**src/rtl/rsa_pkg.sv**
```systemverilog
// Shared constants and types for the reference-counted slot allocator.
`default_nettype none
package rsa_pkg;

    localparam int NUM_SLOTS = 64;
    localparam int IDX_W     = 6;
    localparam int KEY_W     = 32;
    localparam int REFS_W    = 7;

    localparam logic [2:0] ST_OK          = 3'd0;
    localparam logic [2:0] ST_NO_HANDLE   = 3'd1;
    localparam logic [2:0] ST_NO_ENTRY    = 3'd2;
    localparam logic [2:0] ST_LOAD_FAIL   = 3'd3;
    localparam logic [2:0] ST_CREATE_FAIL = 3'd4;
    localparam logic [2:0] ST_FREE_REL    = 3'd5;

    localparam logic REQ_ALLOC   = 1'b0;
    localparam logic REQ_RELEASE = 1'b1;

    typedef struct packed {
        logic             req_type;
        logic [KEY_W-1:0] data_key;
        logic [IDX_W-1:0] slot_id;
        logic             load_ok;
        logic             create_ok;
    } t_req;

    typedef struct packed {
        logic [2:0]       status;
        logic [IDX_W-1:0] handle;
        logic [IDX_W-1:0] entry_index;
        logic             reused;
    } t_rsp;

    typedef struct packed {
        logic [KEY_W-1:0]  key;
        logic [REFS_W-1:0] refs;
    } t_entry;

endpackage
`default_nettype wire

```
**src/rtl/rsa_ram.sv**
```systemverilog
// Generic single-write, single-read RAM with registered read data.
`default_nettype none
module rsa_ram #(
    parameter int WIDTH = 8,
    parameter int DEPTH = 64
) (
    input  wire logic                     i_clk,
    input  wire logic                     i_we,
    input  wire logic [$clog2(DEPTH)-1:0] i_waddr,
    input  wire logic [WIDTH-1:0]         i_wdata,
    input  wire logic [$clog2(DEPTH)-1:0] i_raddr,
    output logic      [WIDTH-1:0]         o_rdata
);

    logic [WIDTH-1:0] r_mem [DEPTH];

    always_ff @(posedge i_clk) begin
        if (i_we) begin
            r_mem[i_waddr] <= i_wdata;
        end
        o_rdata <= r_mem[i_raddr];
    end

endmodule
`default_nettype wire

```
**src/rtl/refcounted_shared_slot_allocator.sv**
```systemverilog
// Top level of the reference-counted shared slot allocator.
`default_nettype none
// Hands out handles that share reference-counted resource entries keyed by a
// 32-bit data key, one request at a time. An allocate request scans the entry
// memory through its single read port, one entry per cycle. It checks the
// handle in-use bit of the same index in the same pass. The response is
// registered in S_FIN after S_SCAN and S_SCAN_END, once the output register
// is free; the next request can be taken once it is there. A release reads
// the handle's binding and then the bound entry. Its response is registered
// in S_FIN after S_RLS_H, S_RLS_E and S_RLS_D, once the output register is
// free. A release of a free handle goes straight to S_FIN. A new request is
// taken once the previous one has placed its response in the output register,
// even while that response is still stalled. Handle in-use bits and entry
// valid bits are flip-flops cleared by reset; no clearing pass follows reset.
module refcounted_shared_slot_allocator (
    input  wire logic          i_clk,
    input  wire logic          i_rst_n,
    input  wire logic          i_valid,
    output logic               o_stall,
    input  wire rsa_pkg::t_req i_req,
    output logic               o_valid,
    input  wire logic          i_stall,
    output rsa_pkg::t_rsp      o_rsp
);
    import rsa_pkg::*;

    typedef enum logic [6:0] {
        S_IDLE     = 7'b0000001,
        S_SCAN     = 7'b0000010,
        S_SCAN_END = 7'b0000100,
        S_RLS_H    = 7'b0001000,
        S_RLS_E    = 7'b0010000,
        S_RLS_D    = 7'b0100000,
        S_FIN      = 7'b1000000
    } t_state;

    localparam logic [IDX_W-1:0] LAST_IDX = IDX_W'(NUM_SLOTS - 1);

    t_state            r_state, n_state;
    t_req              r_req;
    logic [NUM_SLOTS-1:0] r_in_use;
    logic [NUM_SLOTS-1:0] r_ent_vld;
    logic [IDX_W-1:0]  r_idx;
    logic              r_chk;
    logic [IDX_W-1:0]  r_chk_idx;
    logic              r_have_h;
    logic [IDX_W-1:0]  r_h;
    logic              r_have_hit;
    logic [IDX_W-1:0]  r_hit;
    logic [REFS_W-1:0] r_refs;
    logic [KEY_W-1:0]  r_key;
    logic              r_have_spare;
    logic [IDX_W-1:0]  r_spare;
    logic [IDX_W-1:0]  r_e;
    logic              r_out_vld;
    t_rsp              r_rsp;

    logic              w_accept;
    logic              w_out_free;
    logic              w_fin;
    logic [IDX_W-1:0]  w_ent_raddr;
    t_entry            w_ent_rdata;
    logic              w_ent_we;
    logic [IDX_W-1:0]  w_ent_waddr;
    t_entry            w_ent_wdata;
    logic [IDX_W-1:0]  w_hnd_rdata;
    logic              w_hnd_we;
    logic [REFS_W-1:0] w_chk_refs;
    logic [REFS_W-1:0] w_rd_refs;
    t_rsp              w_rsp;
    logic              w_alloc_ok;
    logic              w_rel_ok;
    logic [IDX_W-1:0]  w_sel_e;
    logic [REFS_W-1:0] w_sel_refs;

    assign w_accept   = i_valid && !o_stall;
    assign w_out_free = !r_out_vld || !i_stall;
    assign w_fin      = (r_state == S_FIN) && w_out_free;
    assign o_stall    = (r_state != S_IDLE);
    assign o_valid    = r_out_vld;
    assign o_rsp      = r_rsp;

    assign w_ent_raddr = (r_state == S_RLS_E) ? w_hnd_rdata : r_idx;
    assign w_rd_refs   = w_ent_rdata.refs;
    assign w_chk_refs  = r_ent_vld[r_chk_idx] ? w_rd_refs : '0;

    rsa_ram #(
        .WIDTH ($bits(t_entry)),
        .DEPTH (NUM_SLOTS)
    ) u_entry_ram (
        .i_clk   (i_clk),
        .i_we    (w_ent_we),
        .i_waddr (w_ent_waddr),
        .i_wdata (w_ent_wdata),
        .i_raddr (w_ent_raddr),
        .o_rdata (w_ent_rdata)
    );

    rsa_ram #(
        .WIDTH (IDX_W),
        .DEPTH (NUM_SLOTS)
    ) u_handle_ram (
        .i_clk   (i_clk),
        .i_we    (w_hnd_we),
        .i_waddr (r_h),
        .i_wdata (w_sel_e),
        .i_raddr (r_req.slot_id),
        .o_rdata (w_hnd_rdata)
    );

    // Response and commit decision.
    always_comb begin
        w_sel_e    = r_have_hit ? r_hit : r_spare;
        w_sel_refs = r_have_hit ? r_refs : '0;
        w_alloc_ok = 1'b0;
        w_rel_ok   = 1'b0;
        w_rsp      = '0;
        if (r_req.req_type == REQ_ALLOC) begin
            priority if (!r_have_h) begin
                w_rsp.status = ST_NO_HANDLE;
            end else if (!r_have_hit && !r_have_spare) begin
                w_rsp.status = ST_NO_ENTRY;
            end else if (!r_have_hit && !r_req.load_ok) begin
                w_rsp.status = ST_LOAD_FAIL;
            end else if (!r_req.create_ok) begin
                w_rsp.status = ST_CREATE_FAIL;
            end else begin
                w_alloc_ok         = 1'b1;
                w_rsp.status       = ST_OK;
                w_rsp.handle       = r_h;
                w_rsp.entry_index  = w_sel_e;
                w_rsp.reused       = r_have_hit;
            end
        end else begin
            w_rsp.handle = r_req.slot_id;
            if (!r_in_use[r_req.slot_id]) begin
                w_rsp.status = ST_FREE_REL;
            end else begin
                w_rel_ok          = 1'b1;
                w_rsp.status      = ST_OK;
                w_rsp.entry_index = r_e;
            end
        end
    end

    always_comb begin
        w_ent_we    = 1'b0;
        w_ent_waddr = w_sel_e;
        w_ent_wdata = '{key: r_req.data_key, refs: w_sel_refs + REFS_W'(1)};
        w_hnd_we    = w_fin && w_alloc_ok;
        if (w_fin && w_alloc_ok) begin
            w_ent_we = 1'b1;
        end else if (w_fin && w_rel_ok && (r_refs != '0)) begin
            w_ent_we    = 1'b1;
            w_ent_waddr = r_e;
            w_ent_wdata = '{key: r_key, refs: r_refs - REFS_W'(1)};
        end
    end

    always_comb begin
        n_state = r_state;
        unique case (r_state)
            S_IDLE: begin
                if (w_accept) begin
                    if (i_req.req_type == REQ_ALLOC) begin
                        n_state = S_SCAN;
                    end else if (r_in_use[i_req.slot_id]) begin
                        n_state = S_RLS_H;
                    end else begin
                        n_state = S_FIN;
                    end
                end
            end
            S_SCAN: begin
                if (r_idx == LAST_IDX) begin
                    n_state = S_SCAN_END;
                end
            end
            S_SCAN_END: n_state = S_FIN;
            S_RLS_H:    n_state = S_RLS_E;
            S_RLS_E:    n_state = S_RLS_D;
            S_RLS_D:    n_state = S_FIN;
            S_FIN: begin
                if (w_out_free) begin
                    n_state = S_IDLE;
                end
            end
            default:    n_state = S_IDLE;
        endcase
    end

    always_ff @(posedge i_clk) begin
        if (!i_rst_n) begin
            r_state   <= S_IDLE;
            r_in_use  <= '0;
            r_ent_vld <= '0;
            r_out_vld <= 1'b0;
            r_chk     <= 1'b0;
        end else begin
            r_state <= n_state;
            r_chk   <= (r_state == S_SCAN);
            if (w_fin) begin
                r_out_vld <= 1'b1;
                if (w_alloc_ok) begin
                    r_in_use[r_h]      <= 1'b1;
                    r_ent_vld[w_sel_e] <= 1'b1;
                end
                if (w_rel_ok) begin
                    r_in_use[r_req.slot_id] <= 1'b0;
                end
            end else if (r_out_vld && !i_stall) begin
                r_out_vld <= 1'b0;
            end
        end
    end

    always_ff @(posedge i_clk) begin
        r_chk_idx <= r_idx;
        if (w_fin) begin
            r_rsp <= w_rsp;
        end
        if (w_accept) begin
            r_req        <= i_req;
            r_idx        <= '0;
            r_have_h     <= 1'b0;
            r_have_hit   <= 1'b0;
            r_have_spare <= 1'b0;
        end
        if (r_state == S_SCAN) begin
            r_idx <= r_idx + IDX_W'(1);
            if (!r_have_h && !r_in_use[r_idx]) begin
                r_have_h <= 1'b1;
                r_h      <= r_idx;
            end
        end
        if (r_chk && !r_have_hit) begin
            if (w_chk_refs != '0) begin
                if (w_ent_rdata.key == r_req.data_key) begin
                    r_have_hit <= 1'b1;
                    r_hit      <= r_chk_idx;
                    r_refs     <= w_chk_refs;
                end
            end else if (!r_have_spare) begin
                r_have_spare <= 1'b1;
                r_spare      <= r_chk_idx;
            end
        end
        if (r_state == S_RLS_E) begin
            r_e <= w_hnd_rdata;
        end
        if (r_state == S_RLS_D) begin
            r_refs <= r_ent_vld[r_e] ? w_rd_refs : '0;
            r_key  <= w_ent_rdata.key;
        end
    end

endmodule
`default_nettype wire
```
**config.mk**
```make
export PLATFORM = sky130hd
export DESIGN_NAME = refcounted_shared_slot_allocator
export DESIGN_NICKNAME = d
export VERILOG_FILES = /design/src/rtl/rsa_pkg.sv /design/src/rtl/rsa_ram.sv /design/src/rtl/refcounted_shared_slot_allocator.sv
export SDC_FILE = /design/constraint.sdc
export NUM_CORES = 2
export LEC_CHECK = 0
export BUFFER_PORTS_ARGS = -buffer_cell sky130_fd_sc_hd__buf_2
export CELL_PAD_IN_SITES_DETAIL_PLACEMENT = 0
export CELL_PAD_IN_SITES_GLOBAL_PLACEMENT = 2
export CORE_UTILIZATION = 51
export DETAILED_ROUTE_END_ITERATION = 8
export PLACE_DENSITY = 0.86
export SYNTH_ARGS = -nofsm -noshare
export SYNTH_HDL_FRONTEND = slang
export SYNTH_SLANG_ARGS = --single-unit
```
**constraint.sdc**
```tcl
create_clock -name i_clk -period 8.95 [get_ports i_clk]
set_input_delay 1.79 -clock i_clk [delete_from_list [all_inputs] [get_ports i_clk]]
set_output_delay 1.79 -clock i_clk [all_outputs]
set_load 0.005 [all_outputs]
```
After elaboration in Yosys (flattened, before gate mapping)
Memory sizes are Yosys's and may differ from the RTL's. A register that Yosys moved wholly into a read port is not among the register bits.
Index checks and enable logic that the tools add are counted.
- bits in registers: 272
- bits in latches: 0
- bits in writable memories: 2880
- bits in read-only memories: 0
- output and inout port bits: 18
- logic and storage cells: 176
- memories: 2
- $add $sub $neg: 3
- multiply operators: 0
- divide/modulo/power cells: 0
- magnitude comparators: 10
- equal/unequal tests: 13
- shifts and indexed selects: 0
- muxes and demuxes: 78
- bitwise operators: 8
- reduce and logical (&&, ||, !) cells: 37
- memory list (memory ; depth ; bits a word ; read ports ; clocked after Yosys merged registers in ; wr ports ; line ; text):
    u_entry_ram.r_mem ; 64 ; 39 ; 1 ; 1 ; 1 ; rsa_ram.sv:15 ; logic [WIDTH-1:0] r_mem [DEPTH];
    u_handle_ram.r_mem ; 64 ; 6 ; 1 ; 1 ; 1 ; rsa_ram.sv:15 ;
- operators by type and width (cell ; number):
    $mux 64 ; 4
    $or 64x64->64 ; 2
    $mux 7 ; 12
    $mux 39 ; 2
    $and 64x64->64 ; 1
    $not 64->64 ; 1
    $mux 13 ; 4
    $lt 6x7->1 const B ; 7
    $mux 6 ; 7
    $pmux 7 s6 ; 1
    $mux 1 ; 34
    $eq 32x32->1 ; 1
    $bmux 1 s6 ; 5
    $demux 1 s6 ; 3
    $ge 6x1->1 const B ; 3
    $mux 15 ; 1
    $mux 3 ; 5
    $reduce_bool 7->1 ; 2
    $logic_and 1x1->1 ; 13
    $reduce_and 3->1 ; 4
    $reduce_bool 2->1 ; 5
    $logic_not 1->1 ; 8
    $add 7x1->7 const B ; 1
    $eq 7x1->1 const B ; 1
    16 further kinds ; 22

Longest topological paths before layout
- depth in word-level cells: 11
- gate-level depth with buffers: 15
- gate-level depth less buffers: 8

Hierarchy
Synthesis repeated with hierarchy kept, for this count alone.
- cell total of the unflattened synthesis: 6096
- area, all modules: 124186.6 µm²
- by module, submodules not included (module ; times used ; cells an instance ; area each (µm²) ; seq. area each (µm²)):
    rsa_ram (u_entry_ram) ; 1 ; 4059 ; 95352.7 ; 75732.6
    rsa_ram (u_handle_ram) ; 1 ; 720 ; 15225.9 ; 11651.2
    refcounted_shared_slot_allocator ; 1 ; 1317 ; 13608.1 ; 6706.4

Worst setup path before layout
No wires, ideal clock.
- path kind: input -> register
- start: input i_stall
- end: memory u_entry_ram.r_mem[0][1] (netlist name) (data pin)
- arrival: 5.639 ns
- required time: 8.248 ns
- slack: 2.609 ns
- stages: 8
- buffers on the path: 1
- path through: nand2_1 -> nand4_1 -> inv_1 -> nand3_1 -> inv_1 -> o31ai_2 -> buf_2 -> o21ai_0
- longest elaborated chain between the ends: 7
- elaborated cells on any way between the ends: 8
- ends and longest elaborated chain (what ; line ; text):
    from (decl) ; refcounted_shared_slot_allocator.sv:22 ; input wire logic i_stall,
    $logic_not 1->1 (*) ; refcounted_shared_slot_allocator.sv:77 ; assign w_out_free = !r_out_vld || !i_stall;
    $logic_or 1x1->1 (*) ; refcounted_shared_slot_allocator.sv:77 ;
    $logic_and 1x1->1 (*) ; refcounted_shared_slot_allocator.sv:78 ; assign w_fin = (r_state == S_FIN) && w_out_free;
    net w_fin ; refcounted_shared_slot_allocator.sv:60 ; logic w_fin;
    $logic_and 1x1->1 (2 in series) ; refcounted_shared_slot_allocator.sv:153 ; end else if (w_fin && w_rel_ok && (r_refs != '0)) begin
    $mux 39 ; refcounted_shared_slot_allocator.sv:153 ;
    $mux 39 (*) ; refcounted_shared_slot_allocator.sv:151 ; if (w_fin && w_alloc_ok) begin
    net u_entry_ram.i_wdata[1] ; rsa_ram.sv:10 ; input wire logic [WIDTH-1:0] i_wdata,
    to (decl) ; rsa_ram.sv:15 ;
Mark *: on every way through the listed nets, which the timed path passes. The rest lies on a longest branch.

Worst setup path after layout
- start: register r_state[2]
- end: memory u_entry_ram.r_mem[27][3] (netlist name) (enable)
- longest elaborated chain between the ends: 8
- elaborated cells on any way between the ends: 11
- ends and longest elaborated chain (what ; line ; text):
    from (decl) ; refcounted_shared_slot_allocator.sv:39 ; t_state r_state, n_state;
    from (signal assigned) ; refcounted_shared_slot_allocator.sv:200 ; r_state <= n_state;
    $eq 7x7->1 (*) ; refcounted_shared_slot_allocator.sv:78 ;
    $logic_and 1x1->1 (*) ; refcounted_shared_slot_allocator.sv:78 ;
    net w_fin ; refcounted_shared_slot_allocator.sv:60 ;
    $logic_and 1x1->1 (2 in series) ; refcounted_shared_slot_allocator.sv:153 ;
    $mux 1 ; refcounted_shared_slot_allocator.sv:153 ;
    $mux 1 ; refcounted_shared_slot_allocator.sv:151 ;
    $mux 1 ; rsa_ram.sv:18 ; if (i_we) begin
    $mux 1 (implied by the code) ; rsa_ram.sv:19 ; r_mem[i_waddr] <= i_wdata;
Marks and branches as above.

==> out/metrics.csv <==
stage;metric;value;unit
timing;finalHoldViolations;0;
clocking;clk_pin_slew;0.06;ns
timing;relative_slew_slack;3.914;%
power;maximum_ir_drop_on_the_vdd_rail;231.0;uV
synth;synth.lib_cells_used.distinct;83;
worst_setup_path;r2r.worst_path.cells;11;
global_routing;grt_start_max_net_pins;187;
worst_setup_path;crit_path_most_repeated_cell;buf_4;
timing;final_skew;0.06682;ns
layout;postLayoutCoreUtil;57.77;%
power;power-per-cell-area;230.4;nW/um2
layout;fillerInstances;18230;
synth;ys_top_cells_by_area;edfxtp_1 (72%), mux4_2 (3.9%), dfxtp_1 (3.0%);
worst_setup_path;start_kind;flop;
layout;layout_common_cells;edfxtp_1 (3,006), nand2_1 (586), nand3_1 (391);
clocking;numCtsBuffers;340;
timing;finalMaxSlewViolations;0;
synth;synth_fp_nets;8000;
worst_setup_path;crit_path_max_delay_cell_type;o22ai_4;
worst_setup_path;cp_cell_sequence;nor4_4, nand4_1, inv_1, buf_4, and3_1, nand2_1, buf_4, o21ai_0, nand3_1, o22ai_4, buf_4;
worst_setup_path;worstReg2RegEnd;u_entry_ram.r_mem[27][3]$_DFFE_PP_;
worst_setup_path;reg2reg_setup_slack;2.41;ns
route;firstDrtPassIters;7;
route;drt_wl_total;394600;um
clocking;postCtsSetupBuffers;0;
worst_setup_path;worstPathRequired;9.55;ns
worst_setup_path;worstPathBufferInverterCount;4;
worst_setup_path;cp_data_arrival_time;7.14;ns
min_path;hold_path_depth;0;
clocking;post_cts_resize_count;0;
min_path;hold_start;u_entry_ram.o_rdata[27]$_DFF_P_;
floorplanning;die_h;498.8;um
layout;post_synthesis_to_final_layout_area_growth;12.75;%
worst_setup_path;cpPeakStageDelay;1.28;ns
clocking;clock_tree.root_cell;clkbuf_16;
clocking;tritoncts_num_sinks;3197;
floorplanning;ioPinCount;63;
worst_setup_path;critPathCaptureType;flop;
synth;ys_warn_count;0;
synth;syn_area;125900;um2
clocking;h_tree_levels;5;
synth;synth-edff-count;3006;
synth;post_synthesis_area_per_instance;15.83;um2
synth;synth_largest_type_area_fraction;71.71;%
power;leakagePower;45.54;nW
route;detail_route.iter0.violations;12060;
layout;layoutNonFillerInstCount;11500;
synth;async_reset_ff_share;0;%
timing;final_clock_period_utilization_by_the_worst_path;73.11;%
place;place_congestion;0.8988;
power;design_power_total;32.71;mW
run_status;outcome;completed;
layout;finalNetCount;8064;
timing;layout_min_cycle_time;6.543;ns
global_routing;grt_first_pass_wirelength;556200;um
clocking;hold_buffers;0;
route;antenna_left;0;
timing;rsz0062_at_grt;no;
global_routing;number_of_antenna_violations_at_the_first_check_in_global_routing;17;
floorplanning;initial_utilization;51.23;%
place;port_buffers;62;
worst_setup_path;critical_path_class;flop to flop;
timing;final.setup.tns;0;ns
synth;synthFlopType;edfxtp_1;
place;dpl.hpwl;222200;um
global_routing;groute.usage.overall;31.29;%
min_path;holdPathEnd;r_key[20]$_DFFE_PP_;
timing;hold-worst-slack;0.4627;ns
global_routing;grt_pass1_vias;74670;
clocking;cts.path.max_buffers;4;
route;routed_wire_length_per_instance;34.33;um
timing;max_freq;152.8;MHz
route;detailroute.via_count;78470;
place;numPlacedInstances;10890;
synth;netlist_instances;7951;
worst_setup_path;critical_path.max_fanout;25;
clocking;worst_skew_pair.late_latency;0.98;ns
synth;synth.ff_latch_count;3197;
route;route.detailed.drc;0;
timing;worst_slew_pin_slew;1.441;ns
worst_setup_path;crit_family;simple AND/OR/NAND/NOR gates;
job;max_cap_violations;0;
min_path;hold_path.class;flop to flop;
synth;yosysSeqAreaShare;74.74;%
floorplanning;die_x;498.8;um
timing;setup-violations-final;0;
worst_setup_path;reg2reg_from;r_state[2]$_SDFFE_PN0P_;
floorplanning;placementRows;182;
route;vias_per_cell;6.827;
global_routing;gr_ovfl_total;0;
clocking;cts_tree;built;
worst_setup_path;path_depth;11;
layout;share_of_cells_above_drive_strength_1;14.71;%
layout;leading_cell_type_in_the_layout_fill_and_taps_excluded;edfxtp_1;
floorplanning;fp.coreArea;245700;um2
floorplanning;die_outline_area;248800;um2
synth;synth_area_leader_cell;edfxtp_1;
==> synth_stat cells, types with 17 or more instances <==
cell,instances
buf_2,137
o41ai_1,17
a311oi_1,36
a22o_1,86
buf_6,20
a221oi_1,108
nand3_1,392
nor4_1,91
a22oi_1,170
a31o_2,43
a2111oi_0,41
a31oi_1,138
o21ai_0,311
o2bb2ai_1,19
o21a_1,26
clkbuf_1,377
nor2_1,245
and3_1,378
nand2_1,613
a21oi_1,200
edfxtp_1,3006
xnor2_1,19
buf_4,24
inv_1,25
dfxtp_1,191
a32oi_1,45
xor2_1,21
mux4_2,217
o22ai_1,70
a211oi_1,354
nor3_1,25
buf_1,36
nand4_1,70
mux2i_1,204
==> sequential cells by signal, indices dropped and copies added, names as in the netlist, 16 cells and up <==
name and flops:
o_rsp 16, r_ent_vld 64, r_in_use 64, r_key 32
r_req 41, u_entry_ram.o_rdata 39, u_entry_ram.r_mem 2496, u_handle_ram.r_mem 384
==> layer usage <==
layer  track usage, %  share of wire [%]  vias to the layer above
met5                0              0.018                        -
met4            13.88                4.8                       10
met3            7.244                 12                      883
met2            47.34                 45                     5298
met1            43.44                 38                    40150
li1                 -                  -                    32130
==> final cells by class <==
| class | count | area, um2 | area share [%] |
|---|---|---|---|
| sequential | 3197 | 94090 | 66.29 |
| clock inverter | 183 | 1653 | 1.164 |
| timing repair buffer | 316 | 2668 | 1.879 |
| inverter | 25 | 93.84 | 0.06611 |
| multi-input combinational | 4135 | 30380 | 21.41 |
| clock buffer | 412 | 9007 | 6.346 |
| antenna | 7 | 17.52 | 0.01234 |
| tap | 3220 | 4029 | 2.838 |
==> power by group <==
part | total [mW] | internal, mW | leakage, nW | switching, mW
Clock | 13.7 | 7.95 | 5.22 | 5.72
Sequential | 16.7 | 16.5 | 28.3 | 0.164
Combinational | 2.38 | 0.657 | 12.0 | 1.72
Total | 32.7 | 25.1 | 45.5 | 7.61
==> through the flow <==
| stage | cell area, um2 | worst slack [ns] |
|---|---|---|
| 6_report | 141900 | 2.407 |
| 5_1_grt | 141900 | 2.122 |
| 4_1_cts | 141900 | 2.471 |
| 3_5_place_dp | 131300 | 1.932 |
| 3_3_place_gp | 131300 | 2.150 |
| 2_1_floorplan | 125900 | 2.609 |
==> logic make-up after synthesis <==
| family | count (synthesis) | share of synthesized area [%] |
|---|---|---|
| DFF | 3197 | 74.74 |
| and+or+nand+nor | 1925 | 7.578 |
| AOI/OAI and AO/OA | 1734 | 9.585 |
| buffers and inverters | 619 | 2.173 |
| muxes | 432 | 5.603 |
| xor gates and xnor gates | 40 | 0.2783 |
| adders and majority gates | 4 | 0.03976 |
==> worst max path at each step <==
stage	from	endpoint
6_report	r_state[2]$_SDFFE_PN0P_	u_entry_ram.r_mem[27][3]$_DFFE_PP_
5_1_grt	r_state[2]$_SDFFE_PN0P_	u_entry_ram.r_mem[27][3]$_DFFE_PP_
4_1_cts	r_state[2]$_SDFFE_PN0P_	u_entry_ram.r_mem[27][3]$_DFFE_PP_
3_5_place_dp	i_stall	u_entry_ram.r_mem[27][28]$_DFFE_PP_
3_3_place_gp	i_stall	u_entry_ram.r_mem[27][11]$_DFFE_PP_
2_1_floorplan	i_stall	u_entry_ram.r_mem[0][1]$_DFFE_PP_
Note: power is estimated with default switching activity, not from simulation.
